**src/rtl/aps_pkg.sv**
```systemverilog
`default_nettype none
// ----------------------------------------------------------------------------
// aps_pkg: shared types and constants of the box pair collision sweep
// Holds the request and result payloads, the stored object record and the
// record that travels from the front end to the sweep engine.
// ----------------------------------------------------------------------------
package aps_pkg;

    localparam int MaxObjectsDef = 8;
    localparam int IndexW        = 3;

    localparam logic [7:0] HitMask     = 8'h02;
    localparam logic [7:0] ContactMask = 8'hC1;

    typedef struct packed {
        logic signed [31:0] pos_x;
        logic signed [31:0] pos_y;
        logic signed [31:0] pos_z;
        logic signed [31:0] offset_x;
        logic signed [31:0] offset_y;
        logic signed [31:0] offset_z;
        logic [30:0]        extent_x;
        logic [30:0]        extent_y;
        logic [30:0]        extent_z;
        logic [7:0]         send_mask;
        logic [7:0]         recv_mask;
        logic               last_object;
    } in_item_t;

    typedef struct packed {
        logic [IndexW-1:0] source_index;
        logic [IndexW-1:0] target_index;
        logic              fire_hit;
        logic              fire_contact;
        logic              last_result;
    } out_item_t;

    typedef struct packed {
        logic [31:0] corner_x;
        logic [31:0] corner_y;
        logic [31:0] corner_z;
        logic [30:0] size_x;
        logic [30:0] size_y;
        logic [30:0] size_z;
        logic [7:0]  send;
        logic [7:0]  recv;
    } obj_t;

    typedef struct packed {
        obj_t              obj;
        logic              store;
        logic              last;
        logic [IndexW-1:0] index;
        logic [IndexW-1:0] last_idx;
    } rec_t;

endpackage
`default_nettype wire

```
**src/rtl/aps_front.sv**
```systemverilog
`default_nettype none
// ----------------------------------------------------------------------------
// aps_front: request intake
// Forms the box corners, tracks the load count and tags each request as
// stored, dropped or sweep start before it enters the record queue.
// ----------------------------------------------------------------------------
module aps_front #(
    parameter int MAX_OBJECTS = aps_pkg::MaxObjectsDef
) (
    input  wire              aclk,
    input  wire              aresetn,
    input  wire              s_valid,
    output logic             s_ready,
    input  aps_pkg::in_item_t s_data,
    output logic             q_valid,
    input  wire              q_ready,
    output aps_pkg::rec_t    q_data
);
    import aps_pkg::*;

    localparam int CntW = $clog2(MAX_OBJECTS + 1);

    logic [CntW-1:0] count_reg, count_next;
    logic            accept;
    logic            store;

    assign s_ready = q_ready;
    assign accept  = s_valid && s_ready;
    assign store   = count_reg < CntW'(MAX_OBJECTS);

    // A request that arrives on a full table is dropped, unless it starts the sweep.
    assign q_valid = s_valid && (store || s_data.last_object);

    always_comb begin
        q_data.obj.corner_x = $unsigned(s_data.pos_x + s_data.offset_x);
        q_data.obj.corner_y = $unsigned(s_data.pos_y + s_data.offset_y);
        q_data.obj.corner_z = $unsigned(s_data.pos_z + s_data.offset_z);
        q_data.obj.size_x   = s_data.extent_x;
        q_data.obj.size_y   = s_data.extent_y;
        q_data.obj.size_z   = s_data.extent_z;
        q_data.obj.send     = s_data.send_mask;
        q_data.obj.recv     = s_data.recv_mask;
        q_data.store        = store;
        q_data.last         = s_data.last_object;
        q_data.index        = IndexW'(count_reg);
        q_data.last_idx     = store ? IndexW'(count_reg) : IndexW'(MAX_OBJECTS - 1);
    end

    always_comb begin
        count_next = count_reg;
        if (accept) begin
            if (s_data.last_object) begin
                count_next = '0;
            end else if (store) begin
                count_next = count_reg + CntW'(1);
            end
        end
    end

    always_ff @(posedge aclk) begin
        if (!aresetn) begin
            count_reg <= '0;
        end else begin
            count_reg <= count_next;
        end
    end

`ifndef SYNTH
    assert property (@(posedge aclk) disable iff (!aresetn)
        count_reg <= CntW'(MAX_OBJECTS))
        else $error("load count ran past the table depth");

    assert property (@(posedge aclk) disable iff (!aresetn)
        accept && s_data.last_object |=> count_reg == '0)
        else $error("load count not cleared after the sweep start");

    assert property (@(posedge aclk) disable iff (!aresetn)
        q_valid && q_data.store |-> q_data.index == q_data.last_idx || !q_data.last)
        else $error("stored sweep start does not close the object list");
`endif

endmodule
`default_nettype wire

```
**src/rtl/aps_queue.sv**
```systemverilog
`default_nettype none
// ----------------------------------------------------------------------------
// aps_queue: two-entry record queue
// Lets the intake keep taking requests while the sweep engine is busy.
// ----------------------------------------------------------------------------
module aps_queue (
    input  wire           aclk,
    input  wire           aresetn,
    input  wire           in_valid,
    output logic          in_ready,
    input  aps_pkg::rec_t in_data,
    output logic          out_valid,
    input  wire           out_ready,
    output aps_pkg::rec_t out_data
);
    import aps_pkg::*;

    localparam int Depth = 2;
    localparam int PtrW  = $clog2(Depth);
    localparam int FillW = $clog2(Depth + 1);

    rec_t             entry_reg [Depth];
    logic [PtrW-1:0]  wr_ptr_reg, wr_ptr_next;
    logic [PtrW-1:0]  rd_ptr_reg, rd_ptr_next;
    logic [FillW-1:0] fill_reg, fill_next;
    logic             push;
    logic             pop;

    assign in_ready  = fill_reg != FillW'(Depth);
    assign out_valid = fill_reg != '0;
    assign out_data  = entry_reg[rd_ptr_reg];
    assign push      = in_valid && in_ready;
    assign pop       = out_valid && out_ready;

    always_comb begin
        wr_ptr_next = push ? wr_ptr_reg + PtrW'(1) : wr_ptr_reg;
        rd_ptr_next = pop ? rd_ptr_reg + PtrW'(1) : rd_ptr_reg;
        fill_next   = fill_reg;
        if (push && !pop) begin
            fill_next = fill_reg + FillW'(1);
        end else if (pop && !push) begin
            fill_next = fill_reg - FillW'(1);
        end
    end

    always_ff @(posedge aclk) begin
        if (push) begin
            entry_reg[wr_ptr_reg] <= in_data;
        end
    end

    always_ff @(posedge aclk) begin
        if (!aresetn) begin
            wr_ptr_reg <= '0;
            rd_ptr_reg <= '0;
            fill_reg   <= '0;
        end else begin
            wr_ptr_reg <= wr_ptr_next;
            rd_ptr_reg <= rd_ptr_next;
            fill_reg   <= fill_next;
        end
    end

`ifndef SYNTH
    assert property (@(posedge aclk) disable iff (!aresetn)
        fill_reg <= FillW'(Depth))
        else $error("record queue overfilled");

    assert property (@(posedge aclk) disable iff (!aresetn)
        (fill_reg == '0 || fill_reg == FillW'(Depth)) |-> wr_ptr_reg == rd_ptr_reg)
        else $error("queue pointers disagree with fill level");

    assert property (@(posedge aclk) disable iff (!aresetn)
        push && !pop |=> fill_reg == $past(fill_reg) + FillW'(1))
        else $error("queue fill level missed a write");
`endif

endmodule
`default_nettype wire

```
**src/rtl/aps_back.sv**
```systemverilog
`default_nettype none
// ----------------------------------------------------------------------------
// aps_back: object table and pair sweep engine
// Writes stored records into the object table and, on a sweep start, tests
// one ordered source and target pair per cycle while the output does not
// stall, holding each hit until the next so the last result can be flagged.
// ----------------------------------------------------------------------------
module aps_back #(
    parameter int MAX_OBJECTS = aps_pkg::MaxObjectsDef
) (
    input  wire               aclk,
    input  wire               aresetn,
    input  wire               q_valid,
    output logic              q_ready,
    input  aps_pkg::rec_t     q_data,
    output logic              m_valid,
    input  wire               m_ready,
    output aps_pkg::out_item_t m_data
);
    import aps_pkg::*;

    localparam int IdxW = (MAX_OBJECTS > 1) ? $clog2(MAX_OBJECTS) : 1;

    typedef enum logic [1:0] {
        ST_IDLE,
        ST_SWEEP,
        ST_DRAIN,
        ST_FINISH
    } state_t;

    function automatic logic axis_overlap(input logic [31:0] a, input logic [30:0] a_size,
                                          input logic [31:0] b, input logic [30:0] b_size);
        logic signed [32:0] sa;
        logic signed [32:0] sb;
        logic signed [32:0] ea;
        logic signed [32:0] eb;
        sa = $signed({a[31], a});
        sb = $signed({b[31], b});
        ea = sa + $signed({2'b00, a_size});
        eb = sb + $signed({2'b00, b_size});
        return (sb <= ea) && (sa <= eb);
    endfunction

    obj_t            table_mem [MAX_OBJECTS];
    obj_t            src_obj_reg;
    obj_t            tgt_obj_reg;
    logic [IdxW-1:0] rd_src_reg;
    logic [IdxW-1:0] rd_tgt_reg;

    state_t          state_reg, state_next;
    logic [IdxW-1:0] src_reg, src_next;
    logic [IdxW-1:0] tgt_reg, tgt_next;
    logic [IdxW-1:0] last_reg, last_next;
    logic            rd_valid_reg, rd_valid_next;
    logic            pend_valid_reg, pend_valid_next;
    out_item_t       pend_reg, pend_next;
    logic            m_valid_reg, m_valid_next;
    out_item_t       m_data_reg, m_data_next;

    logic            adv;
    logic            pop;
    logic            issue;
    logic            hit;
    out_item_t       found;

    // The whole sweep pipeline holds while a result waits at the output.
    assign adv     = !m_valid_reg || m_ready;
    assign q_ready = state_reg == ST_IDLE;
    assign pop     = q_valid && q_ready;
    assign issue   = (state_reg == ST_SWEEP) && adv;
    assign m_valid = m_valid_reg;
    assign m_data  = m_data_reg;

    assign hit = rd_valid_reg
              && (|(src_obj_reg.send & tgt_obj_reg.recv))
              && axis_overlap(src_obj_reg.corner_x, src_obj_reg.size_x,
                              tgt_obj_reg.corner_x, tgt_obj_reg.size_x)
              && axis_overlap(src_obj_reg.corner_y, src_obj_reg.size_y,
                              tgt_obj_reg.corner_y, tgt_obj_reg.size_y)
              && axis_overlap(src_obj_reg.corner_z, src_obj_reg.size_z,
                              tgt_obj_reg.corner_z, tgt_obj_reg.size_z);

    always_comb begin
        found.source_index = IndexW'(rd_src_reg);
        found.target_index = IndexW'(rd_tgt_reg);
        found.fire_hit     = |(src_obj_reg.send & HitMask);
        found.fire_contact = |(src_obj_reg.send & ContactMask);
        found.last_result  = 1'b0;
    end

    always_ff @(posedge aclk) begin
        if (pop && q_data.store) begin
            table_mem[q_data.index[IdxW-1:0]] <= q_data.obj;
        end
        if (issue) begin
            src_obj_reg <= table_mem[src_reg];
            tgt_obj_reg <= table_mem[tgt_reg];
            rd_src_reg  <= src_reg;
            rd_tgt_reg  <= tgt_reg;
        end
    end

    always_comb begin
        state_next      = state_reg;
        src_next        = src_reg;
        tgt_next        = tgt_reg;
        last_next       = last_reg;
        rd_valid_next   = rd_valid_reg;
        pend_valid_next = pend_valid_reg;
        pend_next       = pend_reg;
        m_valid_next    = m_valid_reg;
        m_data_next     = m_data_reg;

        if (m_valid_reg && m_ready) begin
            m_valid_next = 1'b0;
        end
        if (adv) begin
            rd_valid_next = issue;
        end

        case (state_reg)
            ST_IDLE: begin
                if (pop && q_data.last) begin
                    src_next   = '0;
                    tgt_next   = '0;
                    last_next  = q_data.last_idx[IdxW-1:0];
                    state_next = ST_SWEEP;
                end
            end
            ST_SWEEP: begin
                if (adv) begin
                    if (tgt_reg == last_reg) begin
                        tgt_next = '0;
                        if (src_reg == last_reg) begin
                            state_next = ST_DRAIN;
                        end else begin
                            src_next = src_reg + IdxW'(1);
                        end
                    end else begin
                        tgt_next = tgt_reg + IdxW'(1);
                    end
                end
            end
            ST_DRAIN: begin
                if (adv) begin
                    state_next = ST_FINISH;
                end
            end
            ST_FINISH: begin
                // A sweep without hits still closes with one empty result.
                if (adv) begin
                    m_valid_next = 1'b1;
                    m_data_next  = pend_valid_reg ? pend_reg : '0;
                    m_data_next.last_result = 1'b1;
                    pend_valid_next = 1'b0;
                    state_next      = ST_IDLE;
                end
            end
            default: begin
                state_next = ST_IDLE;
            end
        endcase

        if (adv && hit) begin
            if (pend_valid_reg) begin
                m_valid_next = 1'b1;
                m_data_next  = pend_reg;
            end
            pend_next       = found;
            pend_valid_next = 1'b1;
        end
    end

    always_ff @(posedge aclk) begin
        if (!aresetn) begin
            state_reg      <= ST_IDLE;
            src_reg        <= '0;
            tgt_reg        <= '0;
            last_reg       <= '0;
            rd_valid_reg   <= 1'b0;
            pend_valid_reg <= 1'b0;
            m_valid_reg    <= 1'b0;
        end else begin
            state_reg      <= state_next;
            src_reg        <= src_next;
            tgt_reg        <= tgt_next;
            last_reg       <= last_next;
            rd_valid_reg   <= rd_valid_next;
            pend_valid_reg <= pend_valid_next;
            m_valid_reg    <= m_valid_next;
        end
        pend_reg   <= pend_next;
        m_data_reg <= m_data_next;
    end

`ifndef SYNTH
    assert property (@(posedge aclk) disable iff (!aresetn)
        state_reg == ST_IDLE |-> !pend_valid_reg)
        else $error("held hit left over after the sweep closed");

    assert property (@(posedge aclk) disable iff (!aresetn)
        rd_valid_reg |-> (state_reg == ST_SWEEP || state_reg == ST_DRAIN))
        else $error("table read in flight outside the sweep");

    assert property (@(posedge aclk) disable iff (!aresetn)
        state_reg == ST_SWEEP |-> src_reg <= last_reg && tgt_reg <= last_reg)
        else $error("sweep index beyond the loaded objects");

    // The idle state may still take in records while the final result waits.
    assert property (@(posedge aclk) disable iff (!aresetn)
        m_valid_reg && !m_ready && pend_valid_reg |=> $stable(pend_reg) && $stable(state_reg))
        else $error("sweep moved on while a result was stalled");
`endif

endmodule
`default_nettype wire

```
**src/rtl/aabb_pair_collision_sweep.sv**
```systemverilog
`default_nettype none
// ----------------------------------------------------------------------------
// aabb_pair_collision_sweep: all-pairs box collision sweep
// Loads object records, then reports every colliding source and target pair.
// ----------------------------------------------------------------------------
// Each request carries one object; non-final requests are taken at one per
// cycle through a two-entry record queue and stored in the object table. The
// request marked last_object starts a sweep that tests every ordered pair of
// the loaded objects, one pair per cycle on the table's two read ports;
// requests queue up meanwhile and the input stalls once the queue is full.
// Results come out in source-major order, the final one flagged with
// last_result; a sweep without hits gives one empty flagged result. A
// stall on the result side holds the sweep.
module aabb_pair_collision_sweep #(
    parameter int MAX_OBJECTS = aps_pkg::MaxObjectsDef
) (
    input  wire                aclk,
    input  wire                aresetn,
    input  wire                s_valid,
    output logic               s_ready,
    input  aps_pkg::in_item_t  s_data,
    output logic               m_valid,
    input  wire                m_ready,
    output aps_pkg::out_item_t m_data
);
    import aps_pkg::*;

    logic front_valid;
    logic front_ready;
    rec_t front_rec;
    logic back_valid;
    logic back_ready;
    rec_t back_rec;

    aps_front #(
        .MAX_OBJECTS(MAX_OBJECTS)
    ) u_front (
        .aclk    (aclk),
        .aresetn (aresetn),
        .s_valid (s_valid),
        .s_ready (s_ready),
        .s_data  (s_data),
        .q_valid (front_valid),
        .q_ready (front_ready),
        .q_data  (front_rec)
    );

    aps_queue u_queue (
        .aclk      (aclk),
        .aresetn   (aresetn),
        .in_valid  (front_valid),
        .in_ready  (front_ready),
        .in_data   (front_rec),
        .out_valid (back_valid),
        .out_ready (back_ready),
        .out_data  (back_rec)
    );

    aps_back #(
        .MAX_OBJECTS(MAX_OBJECTS)
    ) u_back (
        .aclk    (aclk),
        .aresetn (aresetn),
        .q_valid (back_valid),
        .q_ready (back_ready),
        .q_data  (back_rec),
        .m_valid (m_valid),
        .m_ready (m_ready),
        .m_data  (m_data)
    );

endmodule
`default_nettype wire

```
**config.mk**
```make
export PLATFORM = sky130hd
export DESIGN_NAME = aabb_pair_collision_sweep
export DESIGN_NICKNAME = d
export VERILOG_FILES = /design/src/rtl/aps_pkg.sv /design/src/rtl/aps_front.sv /design/src/rtl/aps_queue.sv /design/src/rtl/aps_back.sv /design/src/rtl/aabb_pair_collision_sweep.sv
export SDC_FILE = /design/constraint.sdc
export NUM_CORES = 2
export LEC_CHECK = 0
export BUFFER_PORTS_ARGS = -buffer_cell sky130_fd_sc_hd__buf_2
export CORE_MARGIN = 4
export CORE_UTILIZATION = 35
export DETAILED_ROUTE_END_ITERATION = 7
export SETUP_SLACK_MARGIN = 0.2
export SLEW_MARGIN = 20
export SYNTH_ARGS = -nofsm -noshare
export SYNTH_HDL_FRONTEND = slang
export SYNTH_SLANG_ARGS = --single-unit
export TNS_END_PERCENT = 10
```
**constraint.sdc**
```tcl
create_clock -name aclk -period 28.3 [get_ports aclk]
set_input_delay 5.66 -clock aclk [delete_from_list [all_inputs] [get_ports aclk]]
set_output_delay 5.66 -clock aclk [all_outputs]
set_load 0.01 [all_outputs]
```
==> flow_summary_export.csv <==
group,metric,value,unit
yosys,synth.area.mux_share,20.7,%
yosys,synth_compound_area_share,5.09,%
sta,fin_crit_sh,31.0,%
floorplanning,num_rows,213,
yosys,synthSimpleGateAreaFrac,2.54,%
pwr,power_frac_comb,28.9,%
floorplanning,die_width,590,um
clock_network,cts_root_buf,"clkbuf_16",
finish,area_growth,13.7,%
finish,final_area,135000,um2
yosys,synth_top_family_by_area,"multiplexers",
yosys,synthFlopType,"edfxtp_1",
hold_path,hold_class,"flop to flop",
sta,final.setup.tns,0,ns
worst_setup_path,path_max_fanout,4,
drt,firstDrtPassIters,8,
pwr,p_seq_share,42.3,%
clock_network,cts_buffer_depth,4,
pwr,p_switching,3.83,mW
yosys,syn_nets,7349,
finish,finalNetCount,7786,
global_route,antenna_found_initial,27,
sta,fin_skew,0.0709,ns
worst_setup_path,cp.required,28.91,ns
pwr,p_clk_share,28.7,%
yosys,synth_fa_ha_area_share,5.27,%
drt,drt_iter0_drc,4849,
yosys,synth_top_area_share,62.7,%
yosys,synth_cell_types,87,
global_route,grt_max_degree,118,
yosys,ys_seq_area_share,63.2,%
global_route,grt_pass1_vias,67200,
yosys,syn_inst,6549,
floorplanning,io_pins,317,
clock_network,cts_tree,"yes",
floorplanning,die-area,348000,um2
floorplanning,design.core.area,337000,um2
clock_network,cts_inserted_buffers,277,
pwr,p_per_area,92.3,nW/um2
place,port_buffers,316,
yosys,synth.ff_latch_count,2506,
worst_setup_path,critPathLaunchType,"input pin",
pwr,swShare,30.8,%
clock_network,clk_pin_slew,0.07,ns
pwr,totalPowerFinal,12.4,mW
clock_network,post_cts_buffers,0,
sta,max-slew-margin-rel,23.8,%
yosys,synth_area_leader_cell,"edfxtp_1",
sta,fin_crit,8.76,ns
clock_network,cts_sinks,2506,
finish,layout-drive-gt1-share,31.2,%
yosys,yosys_warnings,0,
job,cap_violations,0,
global_route,grt_overflow_total,0,
floorplanning,initial_core_util,35.2,%
pwr,power_leakage,44.3,nW
clock_network,cts_hold_buf,0,
sta,fin_ws,19.54,ns
place,post-dp-hpwl,187000,um
place,placed_area,126000,um2
yosys,netlist_area,118000,um2
worst_setup_path,cp_data_arrival_time,9.38,ns
worst_setup_path,critPathKind,"input pin to flop",
yosys,synth_area_leaders,"edfxtp_1 63%, mux4_2 15%, mux2_2 5.7%, ha_1 5.1%, a21o_1 1.2%",
sta,hold_violations,0,
pwr,ir_drop,0.0479,mV
pwr,p_int,8.61,mW
place,place_ws,18.64,ns
clock_network,htreeDepth,5,
clock_network,clock_latency,0.89,ns
worst_setup_path,endpoint_kind,"flop",
drt,wl_per_cell,25.2,um
sta,finalSetupViolCount,0,
sta,fmax,114,MHz
finish,largest_reg_flops,1640,
sta,worstMarginPinSlew,1.13,ns
yosys,syn_area_per_cell,18.1,um2
sta,drv_slew,0,
run_status,status,"completed",
yosys,async_reset_ff_share,0,%
place,gp_congestion,0.867,
clock_network,cts_resized,0,
sta,grt_setup_unrepaired,"no",
global_route,track_usage,16.6,%
drt,dr_total_vias,63600,
yosys,synth_edf_count,2474,
yosys,synth_xor_area_share,1.96,%
drt,drt_wl_total,296000,um
drt,drc,0,
global_route,grt_pass1_wl,436000,um
drt,avgViaCountPerCell,5.43,
floorplanning,die_h,590,um
drt,ant_nets,0,
## worst max-delay path, stage by stage
cell      delay (ns)
buf_2           0.10
ha_1            0.19
inv_1           0.07
fa_1            0.19
nand2b_1        0.14
a21oi_1         0.10
o21ai_0         0.28
nand2_1         0.14
a41oi_1         0.84
o21ai_0         0.46
a41oi_1         0.40
o21ai_0         0.28
o41ai_1         0.37
xnor2_1         0.14
## synthesized netlist by cell type (35+ instances only)
master       n
clkbuf_1   167
nand2_1    129
mux2_2     599
nand2b_1    40
inv_1      117
o21ai_0    158
ha_1       485
edfxtp_1  2474
xor2_1     119
nor3_1      35
nor2b_1     41
mux4_2     788
xnor2_1    146
a21o_1     187
o21a_1      43
a21oi_1    267
o21bai_1    40
nand3_1     51
buf_1       87
nand4_1     53
nor2_1     154
## placed cells by master (no fill, tap or decap), drive strengths merged, types with 40 or more instances in the layout
cell	count
nand3	51
clkbuf	330
nand4	53
a21oi	268
xor2	119
nand2b	40
edfxtp	2474
o21a	43
nor2b	41
xnor2	146
ha	485
mux4	788
nor2	154
nand2	129
o21ai	167
inv	137
buf	413
clkinv	103
a21o	190
o21bai	40
mux2	599
## final timing paths
path	startpoint	endpoint	slack, ns	depth (start not counted)
setup / recovery	s_data[110]	u_queue.entry_reg[0][147]	19.54	14
hold / removal	u_back.rd_tgt_reg[0]	u_back.pend_reg[3]	0.44	0
setup reg to reg	u_back.src_obj_reg[173]	u_back.m_data[6]	20.98	24
hold reg to reg	u_back.rd_tgt_reg[0]	u_back.pend_reg[3]	0.44	0
## cell families after synthesis
group | Yosys count
flip-flops | 2506
AND/OR/NAND/NOR | 601
XOR/XNOR | 265
AO/OA/AOI/OAI | 917
adder cells (fa/ha/maj) | 494
buffers and inverters | 373
multiplexers | 1393
## power by group through the flow
stage | logic [mW] | clock network (mW) | registers, mW
6_report | 3.60 | 3.58 | 5.27
5_1_grt | 3.98 | 3.82 | 5.31
2_1_floorplan | 2.57 | 0 | 5.38
3_3_place_gp | 3.55 | 0 | 5.31
4_1_cts | 3.64 | 3.66 | 5.27
3_5_place_dp | 3.62 | 0 | 5.34
## stage by stage
step	util [%]	std cells	hold slack, ns
2_1_floorplan	-	6549	0.400
3_3_place_gp	37.3	11200	0.431
3_5_place_dp	37.3	11200	0.405
4_1_cts	40.0	11700	0.440
5_1_grt	40.0	11700	0.452
6_report	40.0	11700	0.436
## layer usage
metal / share of wire, % / wire length (um) / global-route usage (%)
met1: 44 / 129000 / 23.0
met4: 3.1 / 9140 / 5.17
met3: 4.9 / 14400 / 1.89
met5: 0.014 / 40 / 0
met2: 48 / 143000 / 27.6
## cell type report
| class | instances | area (um2) |
|---|---|---|
| Antenna cell | 9 | 22.5 |
| Tap cell | 4515 | 5650 |
| Timing Repair Buffer | 413 | 2420 |
| Inverter | 118 | 450 |
| Multi-Input combinational cell | 3670 | 42200 |
| Clock inverter | 163 | 1750 |
| Fill cell | 30200 | 202000 |
| Clock buffer | 330 | 7220 |
| Sequential cell | 2506 | 75000 |
(Power assumes the default switching activity.)
